$ cat src/design/teq_pkg.sv
`default_nettype none
package teq_pkg;

	typedef enum logic [1:0] {
		OP_PUSH  = 2'd0,
		OP_PEEK  = 2'd1,
		OP_POP   = 2'd2,
		OP_RESET = 2'd3
	} op_t;

	typedef enum logic [1:0] {
		DIV_LAT = 2'd0,
		DIV_Q   = 2'd1,
		DIV_R   = 2'd2
	} div_sel_t;

	localparam int CFG_IDX_W = 4;
	localparam logic [CFG_IDX_W-1:0] CFG_AUDIO_RATE = 4'd0;
	localparam logic [CFG_IDX_W-1:0] CFG_TICK_RATE  = 4'd1;
	localparam int CFG_DATA_W = 18;

	localparam logic [17:0] AUDIO_RATE_RST = 18'd48000;
	localparam logic [9:0]  TICK_RATE_RST  = 10'd60;

	localparam logic [19:0] US_PER_S  = 20'd1000000;
	localparam logic [19:0] HALF_S    = 20'd500000;
	localparam logic [19:0] MARGIN_US = 20'd3000;
	localparam logic [47:0] MAX48     = 48'hFFFF_FFFF_FFFF;
	// floor(2^49 / 10^6), reciprocal for dividing by US_PER_S
	localparam logic [29:0] RECIP_US  = 30'd562949953;

	localparam int DIV_N_W   = 49;
	localparam int DIV_D_W   = 20;
	localparam int DIV_STEPS = DIV_N_W;

	typedef struct packed {
		logic     idle;
		logic     div_start;
		div_sel_t div_sel;
		logic     mul;
		logic     scan_init;
		logic     scan_rd;
		logic     move_rd;
		logic     move_wr;
		logic     push_wr;
		logic     finish;
	} cmd_t;

	typedef struct packed {
		logic in_valid;
		op_t  op;
		logic div_done;
		logic scan_empty;
		logic scan_last;
		logic found;
		logic full;
		logic out_free;
	} sts_t;

endpackage
`default_nettype wire

$ cat src/design/teq_ctrl.sv
`default_nettype none
module teq_ctrl (
	input  logic          clk,
	input  logic          arst_n,
	input  teq_pkg::sts_t sts,
	output teq_pkg::cmd_t cmd
);
	import teq_pkg::*;

	typedef enum logic [3:0] {
		ST_IDLE,
		ST_DISPATCH,
		ST_LAT,
		ST_LAT_W,
		ST_Q,
		ST_Q_W,
		ST_MUL,
		ST_R,
		ST_R_W,
		ST_SCAN0,
		ST_SCAN,
		ST_DRAIN,
		ST_MOVE_RD,
		ST_MOVE_WR,
		ST_WRITE,
		ST_FINISH
	} state_t;

	state_t state_q;

	always_ff @(posedge clk or negedge arst_n) begin
		if (!arst_n) begin
			state_q <= ST_IDLE;
		end else begin
			case (state_q)
				ST_IDLE: begin
					if (sts.in_valid) state_q <= ST_DISPATCH;
				end
				ST_DISPATCH: begin
					case (sts.op)
						OP_PUSH: state_q <= ST_LAT;
						OP_PEEK: state_q <= ST_SCAN0;
						OP_POP:  state_q <= ST_SCAN0;
						default: state_q <= ST_FINISH;
					endcase
				end
				ST_LAT:   state_q <= ST_LAT_W;
				ST_LAT_W: begin
					if (sts.div_done) state_q <= ST_Q;
				end
				ST_Q:     state_q <= ST_Q_W;
				ST_Q_W: begin
					if (sts.div_done) state_q <= ST_MUL;
				end
				ST_MUL:   state_q <= ST_R;
				ST_R:     state_q <= ST_R_W;
				ST_R_W: begin
					if (sts.div_done) state_q <= sts.full ? ST_SCAN0 : ST_WRITE;
				end
				ST_SCAN0: state_q <= sts.scan_empty ? ST_FINISH : ST_SCAN;
				ST_SCAN: begin
					if (sts.scan_last) state_q <= ST_DRAIN;
				end
				ST_DRAIN: begin
					if (sts.op == OP_PUSH) state_q <= ST_WRITE;
					else if (sts.op == OP_POP && sts.found) state_q <= ST_MOVE_RD;
					else state_q <= ST_FINISH;
				end
				ST_MOVE_RD: state_q <= ST_MOVE_WR;
				ST_MOVE_WR: state_q <= ST_FINISH;
				ST_WRITE:   state_q <= ST_FINISH;
				ST_FINISH: begin
					if (sts.out_free) state_q <= ST_IDLE;
				end
				default: state_q <= ST_IDLE;
			endcase
		end
	end

	always_comb begin
		cmd = '0;
		cmd.div_sel = DIV_LAT;
		case (state_q)
			ST_IDLE:    cmd.idle = 1'b1;
			ST_LAT: begin
				cmd.div_start = 1'b1;
				cmd.div_sel   = DIV_LAT;
			end
			ST_Q: begin
				cmd.div_start = 1'b1;
				cmd.div_sel   = DIV_Q;
			end
			ST_MUL:     cmd.mul = 1'b1;
			ST_R: begin
				cmd.div_start = 1'b1;
				cmd.div_sel   = DIV_R;
			end
			ST_SCAN0:   cmd.scan_init = 1'b1;
			ST_SCAN:    cmd.scan_rd = 1'b1;
			ST_MOVE_RD: cmd.move_rd = 1'b1;
			ST_MOVE_WR: cmd.move_wr = 1'b1;
			ST_WRITE:   cmd.push_wr = 1'b1;
			ST_FINISH:  cmd.finish = sts.out_free;
			default:    cmd.idle = 1'b0;
		endcase
	end
endmodule
`default_nettype wire

$ cat config.mk
export PLATFORM = sky130hd
export DESIGN_NAME = teq_ctrl
export DESIGN_NICKNAME = d
export VERILOG_FILES = /design/src/design/teq_pkg.sv /design/src/design/teq_ctrl.sv
export SDC_FILE = /design/constraint.sdc
export NUM_CORES = 1
export LEC_CHECK = 0
export ABC_AREA = 1
export BUFFER_PORTS_ARGS = -buffer_cell sky130_fd_sc_hd__buf_2
export CORE_AREA = 5 5 42 44
export CTS_CLUSTER_SIZE = 25
export DETAILED_ROUTE_END_ITERATION = 6
export DIE_AREA = 0 0 47 49
export PLACE_DENSITY_LB_ADDON = 0.12
export SLEW_MARGIN = 20
export SYNTH_ARGS = -nofsm -noshare
export SYNTH_HDL_FRONTEND = slang
export SYNTH_SLANG_ARGS = --single-unit
$ cat constraint.sdc
create_clock -name clk -period 4.4 [get_ports clk]
set_clock_uncertainty 0.15 [all_clocks]
set_input_delay 1.32 -clock clk [delete_from_list [all_inputs] [get_ports clk]]
set_output_delay 1.32 -clock clk [all_outputs]
set_load 0.05 [all_outputs]
Yosys cells after proc, flatten, opt, wreduce, memory -nomap -nowiden
Index checks and enable logic that the tools add are counted.

Flip-flop bits (word level): 4. Bits in latches: 0. Memory bits (writable): 0. Bits in read-only memories: 0. Bits of input ports: 11. Output and inout port bits: 11. Logic and storage cells: 51. Memories kept: 0.

Add/subtract/negate cells: 0. $mul: 0. Divide/modulo/power cells: 0. $lt $le $gt $ge: 0. Eq/ne operators: 23. Shifts and indexed selects: 0. Mux-type cells: 21. Bitwise gates (word level): 0. Reduce and logical (&&, ||, !) cells: 6.

Operators with widths (count): 4-bit case mux with 15 select lines (1); 4-bit == test, second input constant (8); 4-bit 2-to-1 mux (6); 4-bit by 3-bit == test with 1-bit output, second input constant (4); 2-bit != test, second input constant (6); 3-bit case mux with 3 select lines (1); 4-bit by 2-bit == test with 1-bit output, second input constant (2); 1-bit 2-to-1 mux (8); 4-bit case mux with 2 select lines (1); 3-bit 2-to-1 mux (2); 6-bit AND reduction (1); 4-bit by 1-bit == test with 1-bit output, second input constant (1); 4-bit zero test (1); 2-bit 2-to-1 mux (2); 2-bit OR reduction (2); 2-bit by 1-bit == test with 1-bit output, second input constant (1); 2-bit == test, second input constant (1); 2-bit zero test (1); 1-bit logical AND (1).

Longest topological paths before layout
Gate-level depths: netlist of the first run.

Depth in word-level cells: 5. Mapped depth: 10. Gate-level depth less buffers: 10.

Least setup slack after synthesis of the first run
No wires, ideal clock.

Path kind: input to output. From: input sts[0] (netlist bit). To: output cmd[0] (netlist bit). Data arrival time: 2.443 ns. Required time: 2.930 ns. Setup slack: 0.487 ns. Stages: 2. Buffers on the path: 0. Cell sequence: inv_1 -> nor3_1.

RTL lines: from (decl) (RTL line teq_ctrl.sv:5) `input teq_pkg::sts_t sts,`; to (decl) (RTL line teq_ctrl.sv:6) `output teq_pkg::cmd_t cmd`.

==> qor.yml, run 1 <==
run_status: "finished, final reports clean"
postCtsSetupRepairBufs: 0
drt-pass1-iter-count: 4
start_util_pct: 44.7
hold_class: "register to register"
antenna_found_initial: 0
grt_use_total_pct: 14.6
cts_root_buffer: "clkbuf_4"
drt_wl_total_um: 1470
cts_resized: 0
cts_htree_levels: 1
rsz0062_at_grt: "false"
final_antenna_net_count: 0
layout_commonest_cell: "nand2_1"
fin_crit_ns: 3.34
area_growth_pct: 23.6
final_cell_mix: "36 x nand2_1, 21 x buf_2, 19 x inv_1, 13 x nor2_1, 12 x nand3_1"
synthXorXnorAreaFrac_pct: 0
fin_cells: 152
cp.arrival_ns: 1.87
hpwl_um: 1270
clock-sinks: 4
clk_transition_reported_paths_ns: 0.03
ys_warn_count: 0
ir_drop_mv: 0.371
syn-num-nets: 127
tns_ns: 0
critPathRequiredTime_ns: 2.93
drive_gt1_share_pct: 28.7
end_kind: "output pin"
worstSetupPathType: "primary input to output pin"
slew_violations: 0
synth_top_family_by_area: "simple AND/OR/NAND/NOR gates"
largest_reg_flops: 4
num_rows: 14
avgSynthCellArea_um2: 5.60
via_per_inst: 4.78
tightest_slew_ns: 0.446
synth_cells: 112
ys_ff_latch: 4
num_antenna_cells: 0
ctsLongestPathBuffers: 2
cts_hold_buf: 0
synth-seq-area-share_pct: 16.0
fin_crit_sh_pct: 76.0
port-buffer-count: 21
maxCapViolations: 0
grt_max_degree: 10
dp.cells: 149
cts_tree: "built"
core_mm2: 0.00140
max_freq_ghz: 0.299
synth_mux_area_share_pct: 0
grt_pass1_wl_um: 2540
dieArea_mm2: 0.00230
power_leakage_nw: 0.540
top_regs: "state_q (4)"
nets: 153
synthSimpleGateAreaFrac_pct: 60.5
gp_congestion: 0.818
clk_latency_ns: 0.22
post-route-drc-count: 0
worstPathMaxFanout: 2
synth_cell_types: 17
die_w_um: 47
vias: 726
final-hold-violation-count: 0
netlist_area_um2: 627
grt_pass1_vias: 655
wire_per_inst_um: 9.66
maxSlewHeadroom_pct: 70.2
start_kind: "primary input"
cts_buffers: 3
gr-total-overflow: 0
drt-initial-drc-count: 7
power_density_mw_per_mm2: 761
synthAdderAreaFrac_pct: 7.98
setup_viol: 0
synth_compound_area_share_pct: 1.60
largest-register: "state_q"
boundaryPins: 22
die_h_um: 49
power breakdown:
group	switching, W	internal [W]
combinational	0.000323	0.000129
sequential	0.0000370	0.0000590
clock	0.0000119	0.0000303
cells by family (layout without fill, tap and decap cells):
family | count (synthesis) | after routing
AND/OR/NAND/NOR | 79 | 79
adder cells (fa/ha/maj) | 4 | 4
flip-flops | 4 | 4
buffers and inverters | 23 | 47
AO/OA/AOI/OAI | 2 | 2
worst paths after layout:
path / start / endpoint / slack, ns / depth (start not counted)
max: sts[0] / cmd[0] / 1.06 / 4
min: state_q[3] / state_q[3] / 0.44 / 2
max reg2reg: state_q[2] / state_q[1] / 2.71 / 8
min reg2reg: state_q[3] / state_q[3] / 0.44 / 2
max in group asynchronous: arst_n / state_q[2] / 3.25 / 1
min in group asynchronous: arst_n / state_q[1] / 0.74 / 1
synth_stat cells:
library cell / n / area (um2)
nand3_2: 1 / 10.0
o21ai_0: 1 / 5.00
nor2_4: 3 / 33.8
nand3_1: 12 / 60.1
clkinv_2: 1 / 5.00
nor3_1: 4 / 20.0
inv_2: 3 / 11.3
nor2_1: 13 / 48.8
o21ai_1: 1 / 5.00
nand2_4: 1 / 11.3
nand3b_1: 3 / 22.5
nor2_2: 3 / 18.8
dfrtp_1: 4 / 100
nand2_2: 3 / 18.8
ha_1: 4 / 50.1
nand2_1: 36 / 135
inv_1: 19 / 71.3
stage by stage:
| stage | setup slack (ns) | hold WS, ns | total power (W) | util (%) | instance area [um2] |
|---|---|---|---|---|---|
| floorplan | 0.487 | 0.388 | 0.000453 | - | 627 |
| global placement | 1.06 | 0.451 | 0.000549 | 53.7 | 752 |
| detailed placement | 1.06 | 0.436 | 0.000550 | 53.7 | 752 |
| CTS | 1.05 | 0.444 | 0.000596 | 55.3 | 774 |
| global route | 0.961 | 0.478 | 0.000660 | 55.3 | 774 |
| finish | 1.06 | 0.440 | 0.000590 | 55.3 | 774 |
critical path, stage by stage:
cell and delay, ns:
buf_2 0.07, inv_1 0.04, nor3_1 0.16, buf_2 0.28
layout make-up:
class / count / area (um2)
clock buffer: 3 / 22.5
fill: 169 / 627
inverter: 23 / 87.6
multi-input combinational: 85 / 439
sequential: 4 / 100
tap: 16 / 20.0
timing repair buffer: 21 / 105
per-layer routing:
| metal | part of all wire [%] | GRT usage, % | up-vias |
|---|---|---|---|
| li1 | - | - | 392 |
| met1 | 45 | 18.6 | 323 |
| met2 | 50 | 24.4 | 11 |
| met3 | 4.6 | 2.21 | 0 |
| met4 | 0 | 4.15 | 0 |
| met5 | 0 | 0 | - |
Note: power is estimated with default switching activity, not from simulation.
==> run 2, diff against run 1 <==
Settings changed: CORE_AREA 5 5 42 44 to not set, CORE_MARGIN set to 5, CORE_UTILIZATION set to 48, DIE_AREA 0 0 47 49 to not set.
Clock period 4.4 ns to 3.1 ns, I/O delays scaled along.
==> qor.yml, run 2 (synthesis results as in run 1) <==
multi_input_area_um2: 444
worstSetupPathType: "register to output pin"
start_kind: "register"
critPathMaxStageDelay_ns: 0.46
cts_resized: 0
gp_congestion: 0.896
critical_path.startpoint: "state_q[1]"
boundaryPins: 22
run_status: "finished, final reports clean"
final_antenna_net_count: 0
num_antenna_cells: 0
slew_violations: 0
nets: 153
core_mm2: 0.00127
max_freq_ghz: 0.384
cts_hold_buf: 0
top_regs: "state_q (4)"
dp.cells: 148
clock-sinks: 4
grt_pass1_wl_um: 2440
dieArea_mm2: 0.00213
fin_cells: 151
grt_pass1_vias: 586
drive_gt1_share_pct: 29.4
wire_per_inst_um: 10.2
die_w_um: 46.1
antenna_found_initial: 0
fin_crit_ns: 2.61
area_growth_pct: 24.2
postCtsSetupRepairBufs: 0
hold_class: "primary input to asynchronous set/reset pin"
clk_transition_reported_paths_ns: 0.04
grt_max_degree: 10
worstPathMaxFanout: 7
cts_htree_levels: 1
setup_viol: 0
rsz0062_at_grt: "false"
holdWs_ns: 0.339
cts_buffers: 3
vias: 715
post-route-drc-count: 0
tightest_slew_ns: 0.373
layout_commonest_cell: "nand2_1"
ctsLongestPathBuffers: 2
die_h_um: 46.1
maxCapViolations: 0
ir_drop_mv: 0.441
drt_wl_total_um: 1530
total_power_w: 0.000841
final-hold-violation-count: 0
hpwl_um: 1310
cts_tree: "built"
worstPathCellList: "nor2_2, inv_1, nor3_1, buf_2"
power_density_mw_per_mm2: 1080
gr-total-overflow: 0
largest_reg_flops: 4
fin_util_pct: 61.3
endpoint: "cmd[10]"
drt-pass1-iter-count: 4
final_cell_mix: "36 x nand2_1, 21 x buf_2, 19 x inv_1, 13 x nor2_1, 12 x nand3_1"
tns_ns: 0
fillers: 160
power_leakage_nw: 0.541
start_util_pct: 49.4
end_kind: "output pin"
drt-initial-drc-count: 15
fin_crit_sh_pct: 84.1
ff2ff_path_depth: 8
cp_slowest_cell: "dfrtp_1"
critPathRequiredTime_ns: 2.02
clk_latency_ns: 0.24
port-buffer-count: 21
r2r_slack_ns: 1.48
via_per_inst: 4.74
num_rows: 13
r2r_end: "state_q[1]"
largest-register: "state_q"
cp.arrival_ns: 1.53
r2r_start: "state_q[2]"
cts_root_buffer: "clkbuf_4"
maxSlewHeadroom_pct: 75.0
grt_use_total_pct: 15.8
ff_latch_area_um2: 100
[run 2: cell counts in the layout (fill, tap and decap cells not counted)]
No cell type changed its count.
[run 2: metal layers]
layer / routed length [um] / GRT usage (%)
met1: 750 / 23.5
met2: 660 / 22.5
met3: 123 / 5.08
met4: 0 / 1.70
met5: 0 / 0
[run 2: final cells by class]
class	instances	area share (%)
Clock buffer	3	2.89
Inverter	23	11.3
Multi-Input combinational cell	85	57.1
Sequential cell	4	12.9
Tap cell	15	2.41
Timing Repair Buffer	21	13.5
[run 2: report_power, final]
part	total, W	internal (W)	switching [W]
sequential	0.000141	0.0000836	0.0000572
combinational	0.000635	0.000183	0.000453
clock	0.0000651	0.0000433	0.0000218
total	0.000841	0.000310	0.000532
[run 2: metrics by stage]
stage          setup WS [ns]  instance area (um2)
6_report               0.493                  778
5_1_grt                0.385                  778
4_1_cts                0.486                  778
3_5_place_dp           0.539                  756
3_3_place_gp           0.552                  756
2_1_floorplan          0.208                  632
[run 2: worst min path at each step]
stage | endpoint | slack [ns]
6_report | state_q[0] | 0.34
5_1_grt | state_q[3] | 0.34
4_1_cts | state_q[3] | 0.33
3_5_place_dp | state_q[3] | 0.46
3_3_place_gp | state_q[3] | 0.45
2_1_floorplan | state_q[3] | 0.39
[run 2: worst max-delay path, delay by kind of cell, from the launching register on]
kind                   cells  cell delay [ns]
flip-flops                 1             0.46
buffers and inverters      2             0.39
AND/OR/NAND/NOR            2             0.44
